`src/hdl/circle_point_generator_core_defines.svh`:
```
// Assertion macros shared by the circle point generator modules.
`ifndef CIRCLE_POINT_GENERATOR_CORE_DEFINES_SVH
`define CIRCLE_POINT_GENERATOR_CORE_DEFINES_SVH

// cond must never hold at a clock edge outside reset
`define CPG_ASSERT_NEVER(lbl, cond, msg) \
	lbl: assert property (@(posedge clk) disable iff (!arst_n) !(cond)) else $error(msg);

// ante implies cons in the same cycle
`define CPG_ASSERT_IMPL(lbl, ante, cons, msg) \
	lbl: assert property (@(posedge clk) disable iff (!arst_n) (ante) |-> (cons)) \
		else $error(msg);

// ante implies cons in the next cycle
`define CPG_ASSERT_NEXT(lbl, ante, cons, msg) \
	lbl: assert property (@(posedge clk) disable iff (!arst_n) (ante) |=> (cons)) \
		else $error(msg);

`endif

```
`src/hdl/cpg_pkg.sv`:
```
// Types and constants shared by the circle point generator.
`timescale 1ns / 1ps
package cpg_pkg;

	localparam int COORD_WIDTH = 16;

	// wide enough for every intermediate of one step
	localparam int CALC_W = 21;
	// pixel adder width, never narrower than the widest operand
	localparam int SUM_W = (COORD_WIDTH > 19) ? COORD_WIDTH : 19;

	localparam int QUEUE_DEPTH = 4;
	localparam int QUEUE_AW = $clog2(QUEUE_DEPTH);
	localparam logic [QUEUE_AW:0] QUEUE_FULL = (QUEUE_AW+1)'(QUEUE_DEPTH);
	localparam logic [QUEUE_AW-1:0] PTR_ONE = QUEUE_AW'(1);
	localparam logic [QUEUE_AW-1:0] PTR_LAST = QUEUE_AW'(QUEUE_DEPTH - 1);
	localparam logic [QUEUE_AW:0] CNT_ONE = (QUEUE_AW+1)'(1);

	localparam logic signed [CALC_W-1:0] C_ZERO = CALC_W'(0);
	localparam logic signed [CALC_W-1:0] C_ONE = CALC_W'(1);
	localparam logic signed [CALC_W-1:0] C_TWO = CALC_W'(2);

	typedef enum logic {
		REQ_START   = 1'b0,
		REQ_ADVANCE = 1'b1
	} req_type_t;

	typedef enum logic {
		ALG_MIDPOINT  = 1'b0,
		ALG_BRESENHAM = 1'b1
	} alg_t;

	// one point group handed from the front to the back
	typedef struct packed {
		logic signed [14:0] origin_x;
		logic signed [14:0] origin_y;
		logic [14:0]        off_x;
		logic signed [15:0] off_y;
		logic               four_way;
		logic               done;
	} desc_t;

endpackage

```
`src/hdl/cpg_front.sv`:
```
// Front end: accepts requests, runs one circle step, emits a group descriptor.
`timescale 1ns / 1ps
module cpg_front (
	input  logic                 clk,
	input  logic                 arst_n,
	input  logic                 cfg_we,
	input  logic                 cfg_alg,
	input  logic                 req_valid,
	output logic                 req_stall,
	input  logic                 req_type,
	input  logic signed [14:0]   center_x,
	input  logic signed [14:0]   center_y,
	input  logic [13:0]          radius,
	input  logic                 q_full,
	output logic                 push,
	output cpg_pkg::desc_t       desc
);

	logic               alg_q;
	logic               active_q;
	logic [14:0]        off_x_q;
	logic signed [15:0] off_y_q;
	logic signed [17:0] dec_q;
	logic signed [14:0] origin_x_q;
	logic signed [14:0] origin_y_q;

	logic                      accept;
	logic                      start;
	logic                      bres;
	logic [14:0]               x0;
	logic signed [15:0]        y0;
	logic signed [17:0]        d0;
	logic signed [cpg_pkg::CALC_W-1:0] rw;
	logic signed [cpg_pkg::CALC_W-1:0] dstart;
	logic signed [cpg_pkg::CALC_W-1:0] xw, yw, dw;
	logic signed [cpg_pkg::CALC_W-1:0] mx, my, md;
	logic signed [cpg_pkg::CALC_W-1:0] bx, by, bd;
	logic signed [cpg_pkg::CALC_W-1:0] t1, t2;
	logic                      diag;
	logic [14:0]               nx;
	logic signed [15:0]        ny;
	logic signed [17:0]        nd;
	logic                      done;

	assign req_stall = q_full;
	assign accept    = req_valid && !req_stall;
	assign start     = (req_type == cpg_pkg::REQ_START);
	assign bres      = (alg_q == cpg_pkg::ALG_BRESENHAM);
	assign push      = accept && (start || active_q);

	// starting state, or the held state on an advance
	always_comb begin
		rw = {{(cpg_pkg::CALC_W-14){1'b0}}, radius};
		if (bres) begin
			dstart = cpg_pkg::C_TWO - (rw <<< 1);
		end else begin
			dstart = cpg_pkg::C_ONE - rw;
		end
		if (start) begin
			x0 = '0;
			y0 = {2'b00, radius};
			d0 = dstart[17:0];
		end else begin
			x0 = off_x_q;
			y0 = off_y_q;
			d0 = dec_q;
		end
		xw = {{(cpg_pkg::CALC_W-15){1'b0}}, x0};
		yw = {{(cpg_pkg::CALC_W-16){y0[15]}}, y0};
		dw = {{(cpg_pkg::CALC_W-18){d0[17]}}, d0};
	end

	// midpoint step
	always_comb begin
		mx = xw + cpg_pkg::C_ONE;
		if (dw < cpg_pkg::C_ZERO) begin
			my = yw;
			md = dw + (mx <<< 1) + cpg_pkg::C_ONE;
		end else begin
			my = yw - cpg_pkg::C_ONE;
			md = dw + ((mx - my) <<< 1) + cpg_pkg::C_ONE;
		end
	end

	// Bresenham step with horizontal, vertical or diagonal move
	always_comb begin
		bx   = xw;
		by   = yw;
		bd   = dw;
		diag = 1'b0;
		t1   = ((dw + yw) <<< 1) - cpg_pkg::C_ONE;
		t2   = ((dw - xw) <<< 1) - cpg_pkg::C_ONE;
		if (dw < cpg_pkg::C_ZERO) begin
			if (t1 <= cpg_pkg::C_ZERO) begin
				bx = xw + cpg_pkg::C_ONE;
				bd = dw + (bx <<< 1) + cpg_pkg::C_ONE;
			end else begin
				diag = 1'b1;
			end
		end else if (dw > cpg_pkg::C_ZERO) begin
			if (t2 <= cpg_pkg::C_ZERO) begin
				diag = 1'b1;
			end else begin
				by = yw - cpg_pkg::C_ONE;
				bd = dw + cpg_pkg::C_ONE - (by <<< 1);
			end
		end else begin
			diag = 1'b1;
		end
		if (diag) begin
			bx = bx + cpg_pkg::C_ONE;
			by = by - cpg_pkg::C_ONE;
			bd = bd + ((bx - by + cpg_pkg::C_ONE) <<< 1);
		end
	end

	// new stored state, emitted offset and completion
	always_comb begin
		if (bres) begin
			nx = bx[14:0];
			ny = by[15:0];
			nd = bd[17:0];
		end else if (start) begin
			nx = x0;
			ny = y0;
			nd = d0;
		end else begin
			nx = mx[14:0];
			ny = my[15:0];
			nd = md[17:0];
		end
		if (bres) begin
			done = ny[15];
		end else begin
			done = !(ny > $signed({1'b0, nx}));
		end
		desc.origin_x = start ? center_x : origin_x_q;
		desc.origin_y = start ? center_y : origin_y_q;
		desc.off_x    = bres ? x0 : nx;
		desc.off_y    = bres ? y0 : ny;
		desc.four_way = bres;
		desc.done     = done;
	end

	always_ff @(posedge clk or negedge arst_n) begin
		if (!arst_n) begin
			alg_q      <= cpg_pkg::ALG_MIDPOINT;
			active_q   <= 1'b0;
			off_x_q    <= '0;
			off_y_q    <= '0;
			dec_q      <= '0;
			origin_x_q <= '0;
			origin_y_q <= '0;
		end else begin
			if (cfg_we) begin
				alg_q <= cfg_alg;
			end
			if (push) begin
				active_q   <= !done;
				off_x_q    <= nx;
				off_y_q    <= ny;
				dec_q      <= nd;
				origin_x_q <= desc.origin_x;
				origin_y_q <= desc.origin_y;
			end
		end
	end

endmodule

```
`src/hdl/cpg_queue.sv`:
```
// Short descriptor queue between the front and back ends.
`timescale 1ns / 1ps
`include "circle_point_generator_core_defines.svh"
module cpg_queue (
	input  logic           clk,
	input  logic           arst_n,
	input  logic           push,
	input  cpg_pkg::desc_t wr_desc,
	output logic           full,
	input  logic           pop,
	output cpg_pkg::desc_t head,
	output logic           head_valid
);

	cpg_pkg::desc_t                entries_q [cpg_pkg::QUEUE_DEPTH];
	logic [cpg_pkg::QUEUE_AW-1:0]  wr_ptr_q;
	logic [cpg_pkg::QUEUE_AW-1:0]  rd_ptr_q;
	logic [cpg_pkg::QUEUE_AW:0]    count_q;
	logic                          empty;

	assign full       = (count_q == cpg_pkg::QUEUE_FULL);
	assign empty      = (count_q == '0);
	assign head_valid = !empty;
	assign head       = entries_q[rd_ptr_q];

	always_ff @(posedge clk) begin
		if (push) begin
			entries_q[wr_ptr_q] <= wr_desc;
		end
	end

	always_ff @(posedge clk or negedge arst_n) begin
		if (!arst_n) begin
			wr_ptr_q <= '0;
			rd_ptr_q <= '0;
			count_q  <= '0;
		end else begin
			if (push) begin
				wr_ptr_q <= (wr_ptr_q == cpg_pkg::PTR_LAST) ? '0 : wr_ptr_q + cpg_pkg::PTR_ONE;
			end
			if (pop) begin
				rd_ptr_q <= (rd_ptr_q == cpg_pkg::PTR_LAST) ? '0 : rd_ptr_q + cpg_pkg::PTR_ONE;
			end
			if (push && !pop) begin
				count_q <= count_q + cpg_pkg::CNT_ONE;
			end else if (pop && !push) begin
				count_q <= count_q - cpg_pkg::CNT_ONE;
			end
		end
	end

	`CPG_ASSERT_NEVER(a_push_full, push && full, "push into a full queue")
	`CPG_ASSERT_NEVER(a_pop_empty, pop && empty, "pop from an empty queue")

endmodule

```
`src/hdl/cpg_back.sv`:
```
// Back end: expands one group descriptor into its pixels, one per cycle while pix_stall is low.
`timescale 1ns / 1ps
`include "circle_point_generator_core_defines.svh"
module cpg_back (
	input  logic                                  clk,
	input  logic                                  arst_n,
	input  cpg_pkg::desc_t                        head,
	input  logic                                  head_valid,
	output logic                                  pop,
	output logic                                  pix_valid,
	input  logic                                  pix_stall,
	output logic signed [cpg_pkg::COORD_WIDTH-1:0] pixel_x,
	output logic signed [cpg_pkg::COORD_WIDTH-1:0] pixel_y,
	output logic                                  last,
	output logic                                  done_res
);

	logic [2:0]                         idx_q;
	logic                               pix_valid_q;
	logic signed [cpg_pkg::COORD_WIDTH-1:0] pixel_x_q;
	logic signed [cpg_pkg::COORD_WIDTH-1:0] pixel_y_q;
	logic                               last_q;
	logic                               done_q;

	logic                              load;
	logic                              is_last;
	logic signed [17:0]                xs, ys, nxs, nys;
	logic signed [17:0]                a, b;
	logic signed [cpg_pkg::SUM_W-1:0]  sum_x, sum_y;

	assign load    = !pix_valid_q || !pix_stall;
	assign is_last = head.four_way ? (idx_q == 3'd3) : (idx_q == 3'd7);
	assign pop     = load && head_valid && is_last;

	// symmetric offset for the current pixel of the group
	always_comb begin
		xs  = {3'b000, head.off_x};
		ys  = {{2{head.off_y[15]}}, head.off_y};
		nxs = -xs;
		nys = -ys;
		a   = xs;
		b   = ys;
		if (head.four_way) begin
			case (idx_q)
				3'd0: begin a = xs;  b = ys;  end
				3'd1: begin a = nxs; b = ys;  end
				3'd2: begin a = xs;  b = nys; end
				3'd3: begin a = nxs; b = nys; end
				default: begin a = xs; b = ys; end
			endcase
		end else begin
			case (idx_q)
				3'd0: begin a = xs;  b = ys;  end
				3'd1: begin a = ys;  b = xs;  end
				3'd2: begin a = ys;  b = nxs; end
				3'd3: begin a = xs;  b = nys; end
				3'd4: begin a = nxs; b = nys; end
				3'd5: begin a = nys; b = nxs; end
				3'd6: begin a = nys; b = xs;  end
				3'd7: begin a = nxs; b = ys;  end
				default: begin a = xs; b = ys; end
			endcase
		end
		sum_x = {{(cpg_pkg::SUM_W-15){head.origin_x[14]}}, head.origin_x}
			+ {{(cpg_pkg::SUM_W-18){a[17]}}, a};
		sum_y = {{(cpg_pkg::SUM_W-18){b[17]}}, b}
			- {{(cpg_pkg::SUM_W-15){head.origin_y[14]}}, head.origin_y};
	end

	always_ff @(posedge clk) begin
		if (load && head_valid) begin
			pixel_x_q <= sum_x[cpg_pkg::COORD_WIDTH-1:0];
			pixel_y_q <= sum_y[cpg_pkg::COORD_WIDTH-1:0];
			last_q    <= is_last;
			done_q    <= head.done;
		end
	end

	always_ff @(posedge clk or negedge arst_n) begin
		if (!arst_n) begin
			idx_q       <= '0;
			pix_valid_q <= 1'b0;
		end else if (load) begin
			pix_valid_q <= head_valid;
			if (head_valid) begin
				idx_q <= is_last ? 3'd0 : idx_q + 3'd1;
			end
		end
	end

	assign pix_valid = pix_valid_q;
	assign pixel_x   = pixel_x_q;
	assign pixel_y   = pixel_y_q;
	assign last      = last_q;
	assign done_res  = done_q;

	`CPG_ASSERT_IMPL(a_idx_range, head_valid && head.four_way, idx_q < 3'd4, "four-way index past group end")
	`CPG_ASSERT_NEXT(a_idx_rewind, pop, idx_q == 3'd0, "index not rewound after group end")

endmodule

```
`src/hdl/circle_point_generator_core.sv`:
```
// A step's descriptor is registered in the queue, then its pixels in the back end's output register.
// The output register gives one pixel per cycle while pix_stall is low; a step yields
// 8 pixels in midpoint mode and 4 in Bresenham mode; an idle advance queues nothing.
// A four-entry descriptor queue lets the front run ahead of the pixel output.
// Reset (arst_n low): no circle active, algorithm midpoint, queue and output empty.
`timescale 1ns / 1ps
module circle_point_generator_core (
	input  logic                                  clk,
	input  logic                                  arst_n,
	input  logic                                  cfg_valid,
	output logic                                  cfg_ready,
	input  logic                                  algorithm,
	input  logic                                  req_valid,
	output logic                                  req_stall,
	input  logic                                  req_type,
	input  logic signed [14:0]                    center_x,
	input  logic signed [14:0]                    center_y,
	input  logic [13:0]                           radius,
	output logic                                  pix_valid,
	input  logic                                  pix_stall,
	output logic signed [cpg_pkg::COORD_WIDTH-1:0] pixel_x,
	output logic signed [cpg_pkg::COORD_WIDTH-1:0] pixel_y,
	output logic                                  last,
	output logic                                  done_res
);

	logic           cfg_we;
	logic           q_full;
	logic           push;
	logic           pop;
	logic           head_valid;
	cpg_pkg::desc_t wr_desc;
	cpg_pkg::desc_t head;

	assign cfg_ready = 1'b1;
	assign cfg_we    = cfg_valid && cfg_ready;

	cpg_front u_front (
		.clk       (clk),
		.arst_n    (arst_n),
		.cfg_we    (cfg_we),
		.cfg_alg   (algorithm),
		.req_valid (req_valid),
		.req_stall (req_stall),
		.req_type  (req_type),
		.center_x  (center_x),
		.center_y  (center_y),
		.radius    (radius),
		.q_full    (q_full),
		.push      (push),
		.desc      (wr_desc)
	);

	cpg_queue u_queue (
		.clk        (clk),
		.arst_n     (arst_n),
		.push       (push),
		.wr_desc    (wr_desc),
		.full       (q_full),
		.pop        (pop),
		.head       (head),
		.head_valid (head_valid)
	);

	cpg_back u_back (
		.clk        (clk),
		.arst_n     (arst_n),
		.head       (head),
		.head_valid (head_valid),
		.pop        (pop),
		.pix_valid  (pix_valid),
		.pix_stall  (pix_stall),
		.pixel_x    (pixel_x),
		.pixel_y    (pixel_y),
		.last       (last),
		.done_res   (done_res)
	);

endmodule
```
`config.mk`:
```
export PLATFORM = sky130hd
export DESIGN_NAME = circle_point_generator_core
export DESIGN_NICKNAME = d
export VERILOG_FILES = /design/src/hdl/cpg_pkg.sv /design/src/hdl/cpg_front.sv /design/src/hdl/cpg_queue.sv /design/src/hdl/cpg_back.sv /design/src/hdl/circle_point_generator_core.sv
export VERILOG_INCLUDE_DIRS = /design/src /design/src/hdl
export SDC_FILE = /design/constraint.sdc
export NUM_CORES = 1
export LEC_CHECK = 0
export ABC_CLOCK_PERIOD_IN_PS = 12450
export BUFFER_PORTS_ARGS = -buffer_cell sky130_fd_sc_hd__buf_4
export CELL_PAD_IN_SITES_DETAIL_PLACEMENT = 0
export CELL_PAD_IN_SITES_GLOBAL_PLACEMENT = 1
export CORE_UTILIZATION = 35
export DETAILED_ROUTE_END_ITERATION = 10
export PLACE_DENSITY = 0.68
export SYNTH_ARGS = -nofsm -noshare
export SYNTH_HDL_FRONTEND = slang
export SYNTH_SLANG_ARGS = --single-unit
export TNS_END_PERCENT = 50
```
`constraint.sdc`:
```
create_clock -name clk -period 12.45 [get_ports clk]
set_input_delay 1.245 -clock clk [delete_from_list [all_inputs] [get_ports clk]]
set_output_delay 1.245 -clock clk [all_outputs]
set_load 0.005 [all_outputs]
```
Yosys cells after proc, flatten, opt, wreduce, memory -nomap -nowiden:

Memory sizes are Yosys's and may differ from the RTL's.
Index checks and enable logic that the tools add are counted.

* bits in registers: 126
* bits in writable memories: 252
* input bits: 51
* word-level logic and storage cells: 140
* memories: 1

* $add $sub $neg: 29
* magnitude comparators: 5
* eq/ne operators: 10
* mux-type cells: 47
* bitwise gates (word level): 2
* reductions and logical operators: 30

Memory list
* u_queue.entries_q: depth 4, bits a word 63, read ports 1, clocked after memory_dff 0, write ports 1, line cpg_queue.sv:15 `cpg_pkg::desc_t entries_q [cpg_pkg::QUEUE_DEPTH];`

Operator list (count)
* two-way mux 16 bit: 12
* two-way mux 18 bit: 10
* case mux 16 bit (4 select lines): 2
* two-way mux 15 bit: 7
* adder 18 bit: 3
* adder 18 x 2 -> 18 bit, second input constant: 3
* two-way mux 17 bit: 3
* less-or-equal comparator 21 x 1 -> 1 bit, second input constant: 2
* subtractor 21 x 2 -> 21 bit, second input constant: 2
* adder 17 x 2 -> 17 bit, second input constant: 2
* subtractor 17 bit: 2
* OR reduction 2 bit: 10
* adder 18 x 16 -> 19 bit: 1
* subtractor 18 x 16 -> 19 bit: 1
* > comparator 18 x 1 -> 1 bit, second input constant: 1
* less-than comparator 18 x 1 -> 1 bit, second input constant: 1
* subtractor 18 bit: 1
* subtractor 16 x 2 -> 17 bit, second input constant: 1
* subtractor 17 x 2 -> 17 bit, second input constant: 1
* adder 15 x 1 -> 16 bit, second input constant: 1
* adder 15 x 16 -> 16 bit: 1
* > comparator 16 bit: 1
* negator 15 -> 16 bit: 1
* negator 16 bit: 1
* 20 further kinds: 53

Depth between registers and ports, before layout:

* depth after elaboration: 16
* depth in mapped cells: 51
* mapped depth without buffers: 46

Cells and area by module:

From an unflattened synthesis, not the netlist that was laid out.

* cells, all modules: 3135
* area total of the unflattened synthesis: 29990.0 um^2

By module, submodules not included
* cpg_front: times used 1, cells each 2115, area an instance 15546.2 um^2
* cpg_queue: times used 1, cells each 366, area an instance 9509.1 um^2
* cpg_back: times used 1, cells each 652, area an instance 4923.5 um^2
* circle_point_generator_core: times used 1, cells each 2, area an instance 11.3 um^2

Least setup slack after synthesis:

Ideal clock, no wire load.

* kind: input-to-reg
* from: input port req_type
* to: register u_front.dec_q[17]
* arrival: 12208 ps
* path slack: 117 ps
* stages on the path: 46
* cell sequence: buf_2 > buf_2 > clkbuf_1 > clkbuf_1 > buf_1 > clkbuf_1 > clkbuf_1 > clkbuf_1 > clkbuf_1 > clkbuf_1 > o21ai_0 > ha_1 > nor2b_1 > a2111oi_0 > nand4_1 > nor3_1 > nand4b_1 > a2111oi_0 > [10 not listed] > nor2_1 > ha_1 > ha_1 > a21oi_1 > o21bai_1 > a21oi_1 > o21bai_1 > a21oi_1 > o21bai_1 > a21oi_1 > xnor2_1 > ha_1 > and2_1 > a221oi_1 > o21ai_0 > xnor3_1 > o32a_1 > o311a_1

* longest elaborated chain between the ends: 13
* elaborated cells on any way between the ends: 45
* those cells by class: 18 x add/sub; 4 x order compare; 20 x mux; 1 x bitwise; 2 x reduce/logical

RTL lines
* start, declared: line circle_point_generator_core.sv:15 `input logic req_type,`
* two-way mux 18 bit / two-way mux 15 bit (equally long branches): line cpg_front.sv:59 `if (start) begin`
* subtractor 18 x 16 -> 19 bit: line cpg_front.sv:92 `t2 = ((dw - xw) <<< 1) - cpg_pkg::C_ONE;`
* subtractor 21 x 2 -> 21 bit: line cpg_front.sv:92
* less-or-equal comparator 21 x 1 -> 1 bit: line cpg_front.sv:101 `if (t2 <= cpg_pkg::C_ZERO) begin`
* two-way mux 17 bit: line cpg_front.sv:101
* two-way mux 17 bit: line cpg_front.sv:100 `end else if (dw > cpg_pkg::C_ZERO) begin`
* two-way mux 17 bit: line cpg_front.sv:93 `if (dw < cpg_pkg::C_ZERO) begin`
* subtractor 17 x 2 -> 17 bit: line cpg_front.sv:112 `by = by - cpg_pkg::C_ONE;`
* subtractor 17 bit: line cpg_front.sv:113 `bd = bd + ((bx - by + cpg_pkg::C_ONE) <<< 1);`
* adder 17 x 2 -> 17 bit: line cpg_front.sv:113
* adder 18 bit: line cpg_front.sv:113
* two-way mux 18 bit: line cpg_front.sv:110 `if (diag) begin`
* two-way mux 18 bit: line cpg_front.sv:119 `if (bres) begin`
* end signal, assigned: line cpg_front.sv:162 `dec_q <= nd;`
* end, declared: line cpg_front.sv:23 `logic signed [17:0] dec_q;`

Several ways; a longest one is shown, not always the timed one.
A chain may end at the register's enable or synchronous reset.

Final worst setup path:

* from: input port radius[6]
* to: register u_front.dec_q[17]

* longest elaborated chain between the ends: 15
* elaborated cells on any way between the ends: 43
* those cells by class: 19 x add/sub; 4 x order compare; 20 x mux

RTL lines
* start, declared: line circle_point_generator_core.sv:18 `input logic [13:0] radius,`
* subtractor 2 x 15 -> 16 bit / subtractor 1 x 14 -> 15 bit (equally long branches): line cpg_front.sv:55, cpg_front.sv:57
* two-way mux 18 bit: line cpg_front.sv:54 `if (bres) begin`
* two-way mux 18 bit: line cpg_front.sv:59
* subtractor 18 x 16 -> 19 bit: line cpg_front.sv:92
* subtractor 21 x 2 -> 21 bit: line cpg_front.sv:92
* less-or-equal comparator 21 x 1 -> 1 bit: line cpg_front.sv:101
* two-way mux 17 bit: line cpg_front.sv:101
* two-way mux 17 bit: line cpg_front.sv:100
* two-way mux 17 bit: line cpg_front.sv:93
* subtractor 17 x 2 -> 17 bit: line cpg_front.sv:112
* subtractor 17 bit: line cpg_front.sv:113
* adder 17 x 2 -> 17 bit: line cpg_front.sv:113
* adder 18 bit: line cpg_front.sv:113
* two-way mux 18 bit: line cpg_front.sv:110
* two-way mux 18 bit (*): line cpg_front.sv:119

Every way passes the cells marked *; elsewhere a longest branch is shown, timed or not.

==> qor.csv <==
stage;metric;value;unit
clocking;cts_buffers;41;
global_routing;grt_pass1_wl;148000;um
logic_synthesis;synth_top_area_share;29.1;%
sta;timing.final.crit_share;89.5;%
clocking;cts_tree;yes;
sta;tns;0;ns
worst_setup_path;worst-path-stages;42;
routing;drt_iter0_drc;2164;
layout;layout_common_cells;edfxtp_1, nand2_1, nor2_1;
pwr;netSwitchingPower;4790;uW
routing;drt-total-wl;98800;um
worst_setup_path;timing.critical_path.fanout_max;9;
layout;final_common_cell;edfxtp_1;
logic_synthesis;synth_nets;3274;
global_routing;overflow;0;
logic_synthesis;syn_area_per_cell;9.86;um^2
logic_synthesis;synth.distinct_cells;100;
routing;drcViolationCount;0;
run;maxCapViolCount;0;
worst_setup_path;crit_buf_inv;3;
global_routing;grt_max_degree;91;
sta;fin_ws;1.31;ns
sta;finalHoldViolations;0;
logic_synthesis;syn-cell-area;29500;um^2
sta;worst_pin_slew;1.12;ns
logic_synthesis;synthCells;2989;
logic_synthesis;synth_enable_flop_cells;286;
clocking;insertion_delay;0.58;ns
logic_synthesis;synth_top_area_cell;edfxtp_1;
sta;relSlewSlack;25.1;%
clocking;cts.htree.levels;2;
worst_setup_path;r2r_start;u_front.alg_q;
worst_setup_path;max_stage_delay;0.69;ns
logic_synthesis;ys.flop_type;edfxtp_1;
status;outcome;finished clean;
placed_design;dpl.cell_count;4087;
worst_setup_path;critPathLaunchType;input pin;
pwr;irDropWorstVdd;0.000147;V
clocking;clk_pin_slew;0.07;ns
worst_setup_path;rrSetupSlack;1.92;ns
placed_design;port_buffers;86;
die;die_height;292;um
clocking;ctsHoldBuffers;0;
logic_synthesis;synth-async-reset-ratio;24.3;%
die;ios;88;
sta;setup-violations-final;0;
layout;fin_nets;3335;
worst_setup_path;cp_top_family;compound AO/OA/AOI/OAI gates;
sta;finalClockSkew;0.0235;ns
pwr;p_per_area;309;nW/um^2
placed_design;dpl.hpwl;73700;um
clocking;root_buffer;clkbuf_16;
logic_synthesis;synth-seq-cells;378;
layout;area_growth;11.6;%
worst_setup_path;r2r_cells;38;
pwr;p_int;5390;uW
worst_setup_path;cp-end-kind;flop;
pwr;clkPwrFrac;12.5;%
sta;fmax;89.7;MHz
worst_setup_path;worst-setup-path-type;in2reg;
worst_setup_path;crit_end;u_front.dec_q[17];
routing;vias_per_cell;5.79;
die;dieArea;85300;um^2
routing;wire_per_inst;23.7;um
worst_setup_path;cp-startpoint;radius[6];
pwr;power_frac_comb;67.0;%
sta;maxSlewViolCount;0;
die;initial_core_util;35.3;%
layout;final_cells;4163;
routing;firstDrtPassIters;6;
sta;rsz0062_at_grt;false;
clocking;cts_setup_buffers;0;
clocking;clock-sinks;378;
worst_setup_path;slowest_stage;or4_1;
clocking;cts_resized;0;
pwr;swShare;47.1;%
placed_design;pre_cts_slack;1.00;ns
worst_setup_path;critPathArrivalTime;11.60;ns
sta;min_period;11.14;ns
logic_synthesis;ys.warnings.count;0;
clocking;clockBufferDepth;3;
worst_setup_path;rr_endpoint;u_front.dec_q[17];
pwr;pwr-share-seq;20.5;%
hold_path;hold_path.class;reg2reg;
layout;fill_cells;8185;
worst_setup_path;critical_path_required;12.91;ns
routing;antenna_left;0;
global_routing;grt_use_total;22.8;%
layout;drive_gt1_share;14.0;%
layout;n_antenna_cell;0;
global_routing;grt_pass1_vias;23500;
global_routing;antenna_found_initial;0;
die;fp.dieW;292;um
routing;num_vias;24100;
placed_design;gp_congestion;0.944;
logic_synthesis;synth-seq-area-share;37.0;%
pwr;leakage;0.0126;uW
die;row_count;106;
logic_synthesis;netlist_top_cells_area;edfxtp_1, ha_1, dfrtp_1;
die;core;83400;um^2
[synthesized netlist by cell type, types with 11 or more instances]
| library cell | count |
|---|---|
| edfxtp_1 | 286 |
| nand2_1 | 241 |
| nor2_1 | 227 |
| ha_1 | 223 |
| a21oi_1 | 199 |
| xnor2_1 | 194 |
| o21ai_0 | 175 |
| inv_1 | 128 |
| clkbuf_1 | 99 |
| dfrtp_1 | 92 |
| nor3_1 | 85 |
| mux2_2 | 82 |
| xor2_1 | 74 |
| nand3_1 | 65 |
| mux4_2 | 59 |
| a21o_1 | 54 |
| mux2i_1 | 48 |
| a211oi_1 | 43 |
| or3_1 | 36 |
| a31oi_1 | 34 |
| o21bai_1 | 33 |
| buf_1 | 27 |
| nor4_1 | 26 |
| o21a_1 | 24 |
| a221oi_1 | 23 |
| nor2b_1 | 23 |
| and2_1 | 19 |
| nand4_1 | 19 |
| nand2b_1 | 18 |
| o211ai_1 | 16 |
| and3_1 | 15 |
| o21ai_1 | 15 |
| o31ai_1 | 15 |
| a22oi_1 | 12 |
| a21boi_0 | 11 |
| fa_1 | 11 |
[worst reg2reg max path, delay by kind of cell, from the launching register on]
family / cells / cell delay (ns)
adder cells (fa/ha/maj): 5 / 1.62
XOR/XNOR: 3 / 0.59
AND/OR/NAND/NOR: 4 / 1.34
flip-flops: 1 / 0.69
multiplexers: 1 / 0.09
buffers and inverters: 1 / 0.10
AO/OA/AOI/OAI: 24 / 5.99
[power groups by stage]
stage / logic, uW / clock network [uW] / registers (uW)
finish: 6810 / 1270 / 2090
CTS: 6790 / 1300 / 2090
global route: 7500 / 1350 / 2120
global placement: 6760 / 0 / 2110
floorplan: 4880 / 0 / 2040
detailed placement: 6750 / 0 / 2110
[flip-flops by register name, indices dropped and copies added, names as in the netlist]
name,count
u_queue.entries_q,252
u_front.dec_q,18
u_back.pixel_x,16
u_back.pixel_y,16
u_front.off_y_q,16
u_front.off_x_q,15
u_front.origin_x_q,15
u_front.origin_y_q,15
u_back.idx_q,3
u_queue.count_q,3
u_queue.rd_ptr_q,2
u_queue.wr_ptr_q,2
u_back.done_res,1
u_back.last,1
u_back.pix_valid,1
u_front.active_q,1
u_front.alg_q,1
[final cells by class]
cell class	instances	area, um^2	share of cell area, %
multi-input cells	2336	17500	53.3
flip-flops and latches	378	10900	33.1
well taps	1080	1350	4.11
repair buffers	156	1190	3.61
clock buffers	53	1120	3.41
inverters	137	514	1.56
clock inverters	23	270	0.822
[metal layers]
metal / up-vias / track usage, % / share of wire, %
met3: 146 / 2.18 / 5.3
met4: 0 / 6.69 / 2.8
met1: 11800 / 30.6 / 44
met2: 796 / 38.7 / 48
met5: - / 0 / 0
li1: 11400 / - / -
[metrics by stage]
step,power [uW],utilization [%],hold WS (ns),area (um^2)
finish,10200,39.4,0.487,32900
global route,11000,39.4,0.508,32900
CTS,10200,39.4,0.488,32900
detailed placement,8870,37.8,0.472,31500
global placement,8870,37.8,0.461,31500
floorplan,6910,-,0.449,29500
[kinds of logic after synthesis]
family	share of synthesized area (%)
AO/OA/AOI/OAI	18.0
XOR/XNOR	8.04
adder cells (fa/ha/maj)	10.2
buffers and inverters	3.63
flip-flops	37.0
multiplexers	9.59
other	0.0127
AND/OR/NAND/NOR	13.6
[worst min path at each step]
stage	start	to	cells after the start
3_5_place_dp	u_front.dec_q[4]	u_front.dec_q[4]	2
3_3_place_gp	u_front.dec_q[6]	u_front.dec_q[6]	2
6_report	u_front.dec_q[4]	u_front.dec_q[4]	2
5_1_grt	u_front.dec_q[4]	u_front.dec_q[4]	2
4_1_cts	u_front.dec_q[4]	u_front.dec_q[4]	2
2_1_floorplan	u_front.off_y_q[7]	u_front.off_y_q[7]	2
Note: power is estimated with default switching activity, not from simulation.
